$ cat src/sv/escd_pkg.sv
// escd_pkg: shared types and constants for the escape sequence decoder
// used by escd_decode and escape_sequence_decoder_core; no dependencies
`timescale 1ns / 1ps
`default_nettype none

package escd_pkg;

  localparam int OutMax = 4;

  typedef enum logic [1:0] {
    MODE_PLAIN = 2'd0,
    MODE_ESC   = 2'd1,
    MODE_HEX   = 2'd2
  } mode_t;

  // parser state carried from one word to the next
  typedef struct packed {
    mode_t       mode;
    logic        short_hex;
    logic [2:0]  digit_count;
    logic [15:0] code_value;
  } escd_state_t;

  // decoded run for one input word
  typedef struct packed {
    logic [OutMax-1:0][7:0] bytes;
    logic [1:0]             last_idx;
    logic                   data;
  } escd_run_t;

endpackage

`default_nettype wire

$ cat src/sv/escd_decode.sv
// escd_decode: single-pass decode of one input byte against the parser state
// depends on escd_pkg; purely combinational
`timescale 1ns / 1ps
`default_nettype none

module escd_decode
  import escd_pkg::*;
(
  input  escd_state_t state,
  input  logic [7:0]  in_byte,
  input  logic        in_last,
  output escd_state_t state_next,
  output escd_run_t   run
);

  logic        is_hex;
  logic [3:0]  hval;
  logic [15:0] code_shift;
  logic [2:0]  count_inc;
  logic        limit_hit;

  logic        do_flush;
  logic [15:0] fl_value;
  logic        fl_has_digit;
  logic        fl_short;
  logic [3:0][7:0] fb;
  logic [2:0]  fn;

  logic        text_esc;
  logic        text_plain;
  logic [7:0]  t0;
  logic [7:0]  t1;
  logic [1:0]  tn;
  logic [2:0]  total;
  logic [2:0]  k;

  // hex digit classification
  always_comb begin
    is_hex = 1'b1;
    hval   = 4'd0;
    if (in_byte inside {[8'h30:8'h39]}) begin
      hval = 4'(in_byte - 8'h30);
    end else if (in_byte inside {[8'h41:8'h46]}) begin
      hval = 4'(in_byte - 8'h37);
    end else if (in_byte inside {[8'h61:8'h66]}) begin
      hval = 4'(in_byte - 8'h57);
    end else begin
      is_hex = 1'b0;
    end
  end

  assign code_shift = {state.code_value[11:0], hval};
  assign count_inc  = state.digit_count + 3'd1;
  assign limit_hit  = state.short_hex ? (count_inc >= 3'd2) : (count_inc >= 3'd4);

  // main control: state update, flush source and text path
  always_comb begin
    state_next   = '{mode: MODE_PLAIN, short_hex: 1'b0, digit_count: 3'd0,
                     code_value: 16'd0};
    do_flush     = 1'b0;
    fl_value     = 16'd0;
    fl_has_digit = 1'b0;
    fl_short     = 1'b0;
    text_esc     = 1'b0;
    text_plain   = 1'b0;
    case (state.mode)
      MODE_HEX: begin
        if (is_hex) begin
          fl_value     = code_shift;
          fl_has_digit = 1'b1;
          fl_short     = state.short_hex;
          do_flush     = limit_hit || in_last;
          if (!limit_hit) begin
            state_next.mode        = MODE_HEX;
            state_next.short_hex   = state.short_hex;
            state_next.digit_count = count_inc;
            state_next.code_value  = code_shift;
          end
        end else begin
          // escape ends early: emit value, then treat this byte as text
          do_flush     = 1'b1;
          fl_value     = state.code_value;
          fl_has_digit = (state.digit_count != 3'd0);
          fl_short     = state.short_hex;
          text_plain   = 1'b1;
        end
      end
      MODE_ESC: begin
        text_esc = 1'b1;
        if (in_byte == "x" || in_byte == "u") begin
          state_next.mode      = MODE_HEX;
          state_next.short_hex = (in_byte == "x");
          // no digit yet, so end of string gives the letter
          do_flush = in_last;
          fl_short = (in_byte == "x");
        end
      end
      default: begin
        text_plain = 1'b1;
      end
    endcase
    if (text_plain && in_byte == "\\") begin
      state_next.mode = MODE_ESC;
    end
    if (in_last) begin
      state_next = '{mode: MODE_PLAIN, short_hex: 1'b0, digit_count: 3'd0,
                     code_value: 16'd0};
    end
  end

  // utf-8 encoding of a finished hex escape
  always_comb begin
    fb = '0;
    fn = 3'd0;
    if (do_flush) begin
      if (!fl_has_digit || fl_value == 16'd0) begin
        fb[0] = fl_short ? 8'("x") : 8'("u");
        fn    = 3'd1;
      end else if (fl_value < 16'h0080) begin
        fb[0] = fl_value[7:0];
        fn    = 3'd1;
      end else if (fl_value < 16'h0800) begin
        fb[0] = {3'b110, fl_value[10:6]};
        fb[1] = {2'b10, fl_value[5:0]};
        fn    = 3'd2;
      end else if (fl_value inside {[16'hD800:16'hDFFF]}) begin
        // lone surrogate becomes the replacement character
        fb[0] = 8'hEF;
        fb[1] = 8'hBF;
        fb[2] = 8'hBD;
        fn    = 3'd3;
      end else begin
        fb[0] = {4'b1110, fl_value[15:12]};
        fb[1] = {2'b10, fl_value[11:6]};
        fb[2] = {2'b10, fl_value[5:0]};
        fn    = 3'd3;
      end
    end
  end

  // text bytes after an escape or in plain text
  always_comb begin
    t0 = in_byte;
    t1 = in_byte;
    tn = 2'd0;
    if (text_esc) begin
      tn = 2'd1;
      if (in_byte inside {[8'h31:8'h39]}) begin
        t0 = "$";
        tn = 2'd2;
      end else begin
        case (in_byte)
          "a":     t0 = 8'h07;
          "b":     t0 = 8'h08;
          "f":     t0 = 8'h0C;
          "n":     t0 = 8'h0A;
          "r":     t0 = 8'h0D;
          "t":     t0 = 8'h09;
          "v":     t0 = 8'h0B;
          "\\":    tn = 2'd2;
          "x":     tn = 2'd0;
          "u":     tn = 2'd0;
          default: t0 = in_byte;
        endcase
      end
    end else if (text_plain && in_byte != "\\") begin
      tn = 2'd1;
    end
  end

  // pack flush bytes then text bytes; an empty run becomes one filler word
  always_comb begin
    total = fn + {1'b0, tn};
    run.bytes = '0;
    k = 3'd0;
    for (int i = 0; i < OutMax; i++) begin
      k = 3'(i) - fn;
      if (3'(i) < fn) begin
        run.bytes[i[1:0]] = fb[i[1:0]];
      end else if (3'(i) < total) begin
        run.bytes[i[1:0]] = (k == 3'd0) ? t0 : t1;
      end
    end
    run.data     = (total != 3'd0);
    run.last_idx = (total == 3'd0) ? 2'd0 : 2'(total - 3'd1);
  end

endmodule

`default_nettype wire

$ cat src/sv/escape_sequence_decoder_core.sv
// channel | direction | fields                          | handshake
// in      | into core | in_byte, in_last                | in_valid / in_stall
// out     | from core | out_byte, byte_valid, run_last  | out_valid / out_stall
//
// each input word yields a run of 1 to 4 output words, sent out through the
// single output port at one byte per cycle while out_stall is low
// an input register feeds the decoder; the run buffer is loaded as its previous
// run hands over its final word, so unstalled plain text flows at one per cycle
// rst (synchronous) returns the parser to plain text and empties both stages
// depends on escd_pkg and escd_decode
`timescale 1ns / 1ps
`default_nettype none

module escape_sequence_decoder_core
  import escd_pkg::*;
(
  input  logic       clk,
  input  logic       rst,
  input  logic       in_valid,
  output logic       in_stall,
  input  logic [7:0] in_byte,
  input  logic       in_last,
  output logic       out_valid,
  input  logic       out_stall,
  output logic [7:0] out_byte,
  output logic       byte_valid,
  output logic       run_last
);

  escd_state_t state;
  escd_state_t state_next;
  escd_run_t   run_next;

  logic        inq_valid;
  logic [7:0]  inq_byte;
  logic        inq_last;

  escd_run_t   run_buf;
  logic        buf_valid;
  logic [1:0]  idx;

  logic        buf_free;
  logic        move;
  logic        load_in;

  escd_decode u_decode (
    .state      (state),
    .in_byte    (inq_byte),
    .in_last    (inq_last),
    .state_next (state_next),
    .run        (run_next)
  );

  assign run_last   = (idx == run_buf.last_idx);
  assign out_valid  = buf_valid;
  assign out_byte   = run_buf.bytes[idx];
  assign byte_valid = run_buf.data;

  assign buf_free = !buf_valid || (run_last && !out_stall);
  assign move     = inq_valid && buf_free;
  assign in_stall = inq_valid && !buf_free;
  assign load_in  = in_valid && !in_stall;

  always_ff @(posedge clk) begin
    if (rst) begin
      inq_valid <= 1'b0;
      buf_valid <= 1'b0;
      idx       <= 2'd0;
      state     <= '{mode: MODE_PLAIN, short_hex: 1'b0, digit_count: 3'd0,
                     code_value: 16'd0};
    end else begin
      if (load_in) begin
        inq_valid <= 1'b1;
        inq_byte  <= in_byte;
        inq_last  <= in_last;
      end else if (move) begin
        inq_valid <= 1'b0;
      end

      if (move) begin
        state     <= state_next;
        run_buf   <= run_next;
        buf_valid <= 1'b1;
        idx       <= 2'd0;
      end else if (buf_valid && !out_stall) begin
        if (run_last) begin
          buf_valid <= 1'b0;
        end else begin
          idx <= idx + 2'd1;
        end
      end
    end
  end

endmodule

`default_nettype wire

$ cat config.mk
export PLATFORM = sky130hd
export DESIGN_NAME = escape_sequence_decoder_core
export DESIGN_NICKNAME = d
export VERILOG_FILES = /design/src/sv/escd_pkg.sv /design/src/sv/escd_decode.sv /design/src/sv/escape_sequence_decoder_core.sv
export SDC_FILE = /design/constraint.sdc
export NUM_CORES = 1
export LEC_CHECK = 0
export BUFFER_PORTS_ARGS = -buffer_cell sky130_fd_sc_hd__buf_2
export CORE_ASPECT_RATIO = 1.4
export CORE_UTILIZATION = 55
export DETAILED_ROUTE_END_ITERATION = 12
export PLACE_DENSITY = 0.73
export SYNTH_ARGS = -nofsm -noshare
export SYNTH_HDL_FRONTEND = slang
export SYNTH_HIERARCHICAL = 1
export SYNTH_SLANG_ARGS = --single-unit
export TNS_END_PERCENT = 100
$ cat constraint.sdc
create_clock -name clk -period 5.04 [get_ports clk]
set_input_delay 0 -clock clk [delete_from_list [all_inputs] [get_ports clk]]
set_output_delay 0 -clock clk [all_outputs]
set_load 0.03 [all_outputs]
Word level (Yosys, flattened, before mapping):

Cells that the tools add are included.

* latch bits: 0
* ROM bits: 0
* memories: 0
* bits in registers: 70
* memory bits (writable): 0
* input port bits: 13
* logic and storage cells: 169

* reduce and logical (&&, ||, !) cells: 40
* bitwise logic cells: 3
* $lt $le $gt $ge: 22
* shift-type cells: 0
* multiply operators: 0
* muxes and demuxes: 63
* eq/ne operators: 15
* div/mod/pow operators: 0
* add/subtract/negate cells: 11

Operators by type and width (number)
* 8-bit 2-to-1 mux: 16
* 22-bit 2-to-1 mux: 4
* 8-bit by 7-bit equality test with 1-bit output, second input constant: 10
* 16-bit 2-to-1 mux: 5
* 8-bit case mux with 7 select lines: 1
* 24-bit 2-to-1 mux: 1
* 19-bit 2-to-1 mux: 1
* 1-bit 2-to-1 mux: 18
* 8-bit binary-select mux with 2-bit select: 1
* 16-bit >= comparator, second input constant: 1
* 8-bit by 6-bit >= comparator with 1-bit output, second input constant: 2
* 8-bit by 7-bit >= comparator with 1-bit output, second input constant: 2
* 16-bit <= comparator, second input constant: 1
* 8-bit by 7-bit <= comparator with 1-bit output, second input constant: 2
* 16-bit zero test: 1
* 16-bit by 12-bit less-than comparator with 1-bit output, second input constant: 1
* 16-bit by 8-bit less-than comparator with 1-bit output, second input constant: 1
* 4-bit 2-to-1 mux: 4
* 3-bit zero test: 5
* 1-bit logical AND: 12
* 1-bit by 3-bit less-than comparator with 1-bit output, first input constant: 4
* 2-bit by 3-bit less-than comparator with 1-bit output, first input constant: 4
* 3-bit 2-to-1 mux: 4
* 2-bit AND reduction: 5
* 27 further kinds: 48

Logic depth before layout (Yosys ltp):

Gate-level depths: netlist (run 1).

* word-level depth: 17
* gate-level depth with buffers: 18

By module:

The synthesis (run 1) kept the hierarchy.

By module, submodules not included
* escape_sequence_decoder_core: area each 2547.4 um^2, sequential area each 1841.8 um^2, cells each 158, times used 1
* escd_decode: area each 2198.4 um^2, sequential area each 0.0 um^2, cells each 351, times used 1

Least setup slack after synthesis (run 1):

Ideal clock, no wire load.

* path kind: reg2reg
* from: reg inq_byte[0]
* to: reg run_buf[6] (netlist name) (data pin)
* required time: 4.779 ns
* cell stages (with the launch flop): 18
* arrival: 3.970 ns
* slack: 0.809 ns
* buffers on the path: 3
* period minus slack after synthesis: 4.231 ns
* path through: edfxtp_1 clkbuf_1 inv_1 ha_1 nor3b_2 nor3_2 buf_2 nor2_1 clkbuf_1 nor2_1 a2111oi_0 ha_1 inv_1 fa_1 nand2_1 nor2_1 nor2_1 a221o_1

RTL lines
* start: declaration: RTL line escape_sequence_decoder_core.sv:35 `logic [7:0] inq_byte;`
* start signal: assignment: RTL line escape_sequence_decoder_core.sv:74 `inq_byte <= in_byte;`
* end signal: assignment: RTL line escape_sequence_decoder_core.sv:82 `run_buf <= run_next;`
* end: declaration: RTL line escape_sequence_decoder_core.sv:38 `escd_run_t run_buf;`

==> results of run 1 <==
## power groups by stage
stage          logic [uW]  registers (uW)  clock network, uW
2_1_floorplan        81.2             642                  0
3_3_place_gp          102             648                  0
3_5_place_dp          103             649                  0
4_1_cts               109             637                620
5_1_grt               119             639                638
6_report              110             637                608
## registers in the layout, indices dropped and copies added (netlist names)
| name | count |
|---|---|
| idx | 2 |
| inq_last | 1 |
| byte_valid | 1 |
| inq_valid | 1 |
| state | 22 |
| out_valid | 1 |
| inq_byte | 8 |
| run_buf | 34 |
## cells in the final DEF (no fill, tap or decap), drive strengths merged, types with 12 or more instances in the layout
| cell | instances |
|---|---|
| a21oi | 35 |
| nand3 | 15 |
| inv | 19 |
| mux2i | 30 |
| buf | 36 |
| nor2 | 62 |
| o21ai | 27 |
| and2 | 12 |
| dfxtp | 26 |
| edfxtp | 44 |
| nor3 | 12 |
| nand2 | 42 |
## critical path, cell delays in order, from the launching register on
cell and delay (ns):
edfxtp_1 0.39, inv_1 0.27, ha_1 0.30, nor3b_2 0.47, or3_4 0.31, a21oi_1 0.16
or3_1 0.43, a21oi_1 0.34, inv_2 0.19, fa_1 0.66, nand2_1 0.13, nor2_1 0.19
inv_1 0.15, a21oi_1 0.22, a311oi_1 0.08
## per-layer routing
layer	global-route usage	vias up	part of all wire
met3	0.0598	57	0.063
met1	0.379	2014	0.39
met2	0.505	200	0.49
met4	0.211	0	0.057
met5	0	-	0
li1	-	1961	-
## cell type report
cell class / instances / area [um2] / share of cell area
Clock buffer: 9 / 225 / 0.0424
Inverter: 19 / 71.3 / 0.0134
Multi-Input combinational cell: 388 / 2670 / 0.503
Timing Repair Buffer: 46 / 310 / 0.0584
Clock inverter: 7 / 65.1 / 0.0122
Tap cell: 102 / 128 / 0.0240
Sequential cell: 70 / 1840 / 0.347
## metrics by stage
step                std cells  instance area (um2)
CTS                       641                 5320
floorplan                 509                 4750
detailed placement        615                 4920
global route              641                 5320
finish                    641                 5320
global placement          615                 4920
## kinds of logic (layout without fill, tap and decap cells)
family          count (synthesis)  count (layout)  synth area share
simple gates                  191             191             0.204
compound gates                138             138             0.208
flops                          70              70             0.388
buf+inv                        51              81            0.0490
mux                            42              42             0.111
fa+ha+maj                      11              11            0.0306
xor+xnor                        5               5           0.00923
other cells                     1               1          0.000790
## repair_timing
action                                 4_1_cts  5_1_grt
buffers inserted                             0        0
hold buffers                                10        0
endpoints found under the hold margin       10        0
## path summary, 6_finish.rpt
kind / start / endpoint / slack, ns
max: inq_byte[0]$_DFFE_PP_ / run_buf[5]$_DFFE_PP_ / 0.46
min: out_stall / inq_valid$_SDFFE_PP0P_ / 0.07
max reg2reg: inq_byte[0]$_DFFE_PP_ / run_buf[5]$_DFFE_PP_ / 0.46
min reg2reg: state[13]$_SDFFE_PP0P_ / state[13]$_SDFFE_PP0P_ / 0.54
==> impl_metrics.tcl, run 1 <==
set metrics [dict create \
    status "finished clean" \
    finalHoldViolCount 0 \
    vias_per_cell 6.60 \
    post-route-drc-count 0 \
    critPathArrivalTime_ns 4.63 \
    netlist_top_cells_count "62 x nor2_1, 44 x edfxtp_1, 42 x nand2_1" \
    synth.top_cell.area_share 0.278 \
    yosysWarnings 6 \
    io_pins 25 \
    synthTopCellsByArea "edfxtp_1 28%, dfxtp_1 11%, mux2i_1 6.3%" \
    hold_path_class "in2reg" \
    critPathKind "reg2reg" \
    fin_crit_sh 0.909 \
    ys_ff_latch 70 \
    synth_cells 509 \
    required_ns 5.09 \
    grt_pass1_wl_um 21300 \
    slew_headroom 0.254 \
    endpoint_kind "flop" \
    routed_wl_um 13200 \
    p_switching_uw 309 \
    cts_tree "done" \
    htreeDepth 3 \
    finalSetupTns_ns 0 \
    antenna_cells 0 \
    grt_pass1_vias 4118 \
    hpwl_um 9800 \
    power_frac_clock 0.449 \
    start_kind "flop" \
    p_leak_uw 0.00199 \
    numClockSinks 70 \
    utilization 0.645 \
    seqPwrFrac 0.470 \
    num_vias 4232 \
    switching_share 0.228 \
    finalWorstSetupSlack_ns 0.458 \
    syn-mean-instance-area_um2 9.32 \
    setup_viol 0 \
    grt_usage 0.316 \
    max-vdd-ir-drop_v 0.000256 \
    fin_hold_ws_ns 0.0659 \
    holdPathStages 3 \
    synth_cell_types 83 \
    dr.pass1.iters 5 \
    max-cap-violations 0 \
    synthesis.nets 533 \
    port_buffers 24 \
    worst_pin_slew_ns 1.12 \
    reg2reg_depth 14 \
    path_max_fanout 11 \
    layout_min_cycle_time_ns 4.58 \
    syn_to_final_growth_pct 12.0 \
    core_um2 8250 \
    syn_area_um2 4750 \
    slew_violations 0 \
    yosysMostFrequentCell "nor2_1" \
    rsz0062_at_grt "no" \
    place_ws_ns 0.580 \
    die-area_um2 9010 \
    synth_edf_count 44 \
    cts_root_buffer "clkbuf_16" \
    ant_nets 0 \
    cts.path.max_buffers 2 \
    async_reset_ff_frac 0 \
    gp_congestion 0.942 \
    fin_skew_ns 0.00522 \
    drive_above_1_share 0.147 \
    p_comb_frac 0.081 \
    die_h_um 112 \
    drtIter0Drc 372 \
    cts_buffers 9 \
    power_density_nw_per_um2 255 \
    yosysTopAreaCell "edfxtp_1" \
    power_uw 1360 \
    initial_core_util 0.575 \
    grt_antenna_before_repair 0 \
    die_w_um 80.5 \
    fin_nets 558 \
    nFillCells 670 \
    intPower_uw 1050 \
    clock.fmax_ghz 0.218 \
    synth_ff_type "edfxtp_1" \
    clk_pin_slew_ns 0.06 \
    fp-row-count 39 \
    grt_max_degree 36 \
    grt.overflow.total 0 \
    cts-resized-gates 0 \
    wire_per_inst_um 20.5 \
    insertion_delay_ns 0.33 \
    yosysSeqAreaShare 0.388 \
]
No activity file was read; power rests on OpenSTA's default activity.
==> run 2, diff against run 1 <==
- CORE_MARGIN: unset -> 5
==> run 2 against run 1 <==
Core utilization is 0.75 points lower. Clock skew is 0.0017 ns higher. First-iteration DRC count is 4.3% higher. Critical path depth is 1 lower. Critical endpoint is now run_buf[6]$_DFFE_PP_. Largest cell class unchanged.
==> impl_metrics.tcl, run 2 (same netlist as run 1, synthesis figures left out) <==
set metrics [dict create \
    status "finished clean" \
    setup.reg_to_reg.worst_slack_ns 0.41 \
    use_met1 0.332 \
    rsz0062_at_grt "no" \
    path_max_fanout 11 \
    r2r-start "inq_byte[0]$_DFFE_PP_" \
    die-area_um2 10600 \
    drtIter0Drc 388 \
    fin_nets 559 \
    placed_cells 619 \
    final_cell_mix "61 x nor2_1, 44 x edfxtp_1, 42 x nand2_1, 33 x a21oi_1, 30 x mux2i_1" \
    cts.path.max_buffers 2 \
    drive_above_1_share 0.148 \
    initial_core_util 0.558 \
    setup_viol 0 \
    post-route-drc-count 0 \
    critPathKind "reg2reg" \
    top_usage_layer "met2" \
    critPathMaxStageDelay_ns 0.64 \
    regToRegEndpoint "run_buf[6]$_DFFE_PP_" \
    cp_slowest_cell "fa_1" \
    layout_min_cycle_time_ns 4.63 \
    stdcell_count 644 \
    syn_to_final_growth_pct 14.2 \
    holdPathStages 3 \
    reg2reg_depth 13 \
    whs_endpoint "inq_valid$_SDFFE_PP0P_" \
    grt_use_met3 0.0481 \
    die_w_um 88.5 \
    cp_cell_sequence "inv_1 -> ha_1 -> nor3b_2 -> or3_4 -> a21oi_1 -> or3_1 -> a21oi_1 -> inv_2 -> fa_1 -> nand2_1 -> nor2_1 -> nor2_1 -> a221o_1" \
    wire_per_inst_um 21.4 \
    ant_nets 0 \
    grt.overflow.total 0 \
    postCtsHoldBufs 10 \
    endpoint_kind "flop" \
    grt_usage 0.270 \
    nFillCells 721 \
    finalSetupTns_ns 0 \
    post_cts_buffers 0 \
    cp_top_family "simple AND/OR/NAND/NOR gates" \
    holdCritStartpoint "out_stall" \
    cp_num_buf_inv 2 \
    cts-resized-gates 0 \
    fp-row-count 40 \
    max-cap-violations 0 \
    routed_wl_um 13800 \
    gp_congestion 0.973 \
    cts_buffers 9 \
    fin_skew_ns 0.00692 \
    regMostFlops "run_buf" \
    finalHoldViolCount 0 \
    grt_antenna_before_repair 0 \
    grt_pass1_vias 3945 \
    die_h_um 120 \
    met2_usage 0.446 \
    hold_path_class "in2reg" \
    grt_max_degree 36 \
    insertion_delay_ns 0.34 \
    slew_headroom 0.209 \
    top_regs "run_buf: 34 flops, state: 22 flops, inq_byte: 8 flops" \
    p_leak_uw 0.00204 \
    worst_pin_slew_ns 1.18 \
    largest_reg_flops 34 \
    num_vias 4273 \
    htreeDepth 3 \
    port_buffers 24 \
    numClockSinks 70 \
    cts_tree "done" \
    start_kind "flop" \
    hpwl_um 10200 \
    utilization 0.637 \
    clock.fmax_ghz 0.216 \
    fin_crit_sh 0.919 \
    antenna_cells 0 \
    clk_pin_slew_ns 0.06 \
    layout_commonest_cell "nor2_1" \
    required_ns 5.13 \
    vias_per_cell 6.64 \
    dr.pass1.iters 8 \
    io_pins 25 \
    slew_violations 0 \
    max-vdd-ir-drop_v 0.000194 \
    grt_pass1_wl_um 21700 \
    critPathArrivalTime_ns 4.72 \
    power_density_nw_per_um2 290 \
    cts_root_buffer "clkbuf_16" \
    core_um2 8510 \
]
[run 2: cell types whose count changed in the layout (fill, tap and decap cells not counted)]
| cell | delta |
|---|---|
| bufinv_16 | +4 |
| clkinvlp_4 | -1 |
| clkinv_1 | -1 |
| buf_4 | +1 |
| clkinv_2 | -3 |
[run 2: cell type report]
type / instances / area, um2 / share of cell area
Clock inverter: 6 / 159 / 0.0293
Timing Repair Buffer: 47 / 318 / 0.0586
Tap cell: 105 / 131 / 0.0242
Sequential cell: 70 / 1840 / 0.340
Multi-Input combinational cell: 388 / 2670 / 0.493
Clock buffer: 9 / 225 / 0.0416
Inverter: 19 / 71.3 / 0.0132
[run 2: tightest hold or removal path: stages]
cell and delay [ns]:
buf_2 0.12, nor2_1 0.15, o31ai_1 0.10
[run 2: how the worst max path moves through the flow]
| stage | start | end | slack, ns | cells after the start |
|---|---|---|---|---|
| after global placement | inq_byte[0]$_DFFE_PP_ | run_buf[6]$_DFFE_PP_ | 0.67 | 14 |
| after detailed placement | inq_byte[0]$_DFFE_PP_ | run_buf[6]$_DFFE_PP_ | 0.51 | 13 |
| after CTS | inq_byte[0]$_DFFE_PP_ | run_buf[6]$_DFFE_PP_ | 0.50 | 13 |
| after floorplan | inq_byte[0]$_DFFE_PP_ | run_buf[6]$_DFFE_PP_ | 0.81 | 17 |
| final | inq_byte[0]$_DFFE_PP_ | run_buf[6]$_DFFE_PP_ | 0.41 | 13 |
| after global routing | inq_byte[0]$_DFFE_PP_ | run_buf[6]$_DFFE_PP_ | 0.17 | 13 |
[run 2: layer usage]
metal  up-vias  share of wire
li1       1967              -
met1      2051           0.38
met2       213           0.51
met3        42          0.064
met4         0          0.044
met5         -              0
[run 2: stage by stage]
stage	hold slack [ns]	power, uW	setup WS (ns)	area (um2)
global route	0.110	1610	0.165	5420
CTS	0.0684	1580	0.503	5420
global placement	0.176	749	0.667	4940
finish	0.0743	1570	0.406	5420
detailed placement	0.178	752	0.506	4940
floorplan	0.0989	724	0.809	4750
[run 2: power by group]
| part | switching [uW] | total (uW) | internal (uW) | leakage (uW) |
|---|---|---|---|---|
| logic | 65.0 | 110 | 44.6 | 0.00123 |
| clock network | 243 | 824 | 581 | 0.000186 |
| registers | 15.4 | 638 | 623 | 0.000622 |
| total | 323 | 1570 | 1250 | 0.00204 |
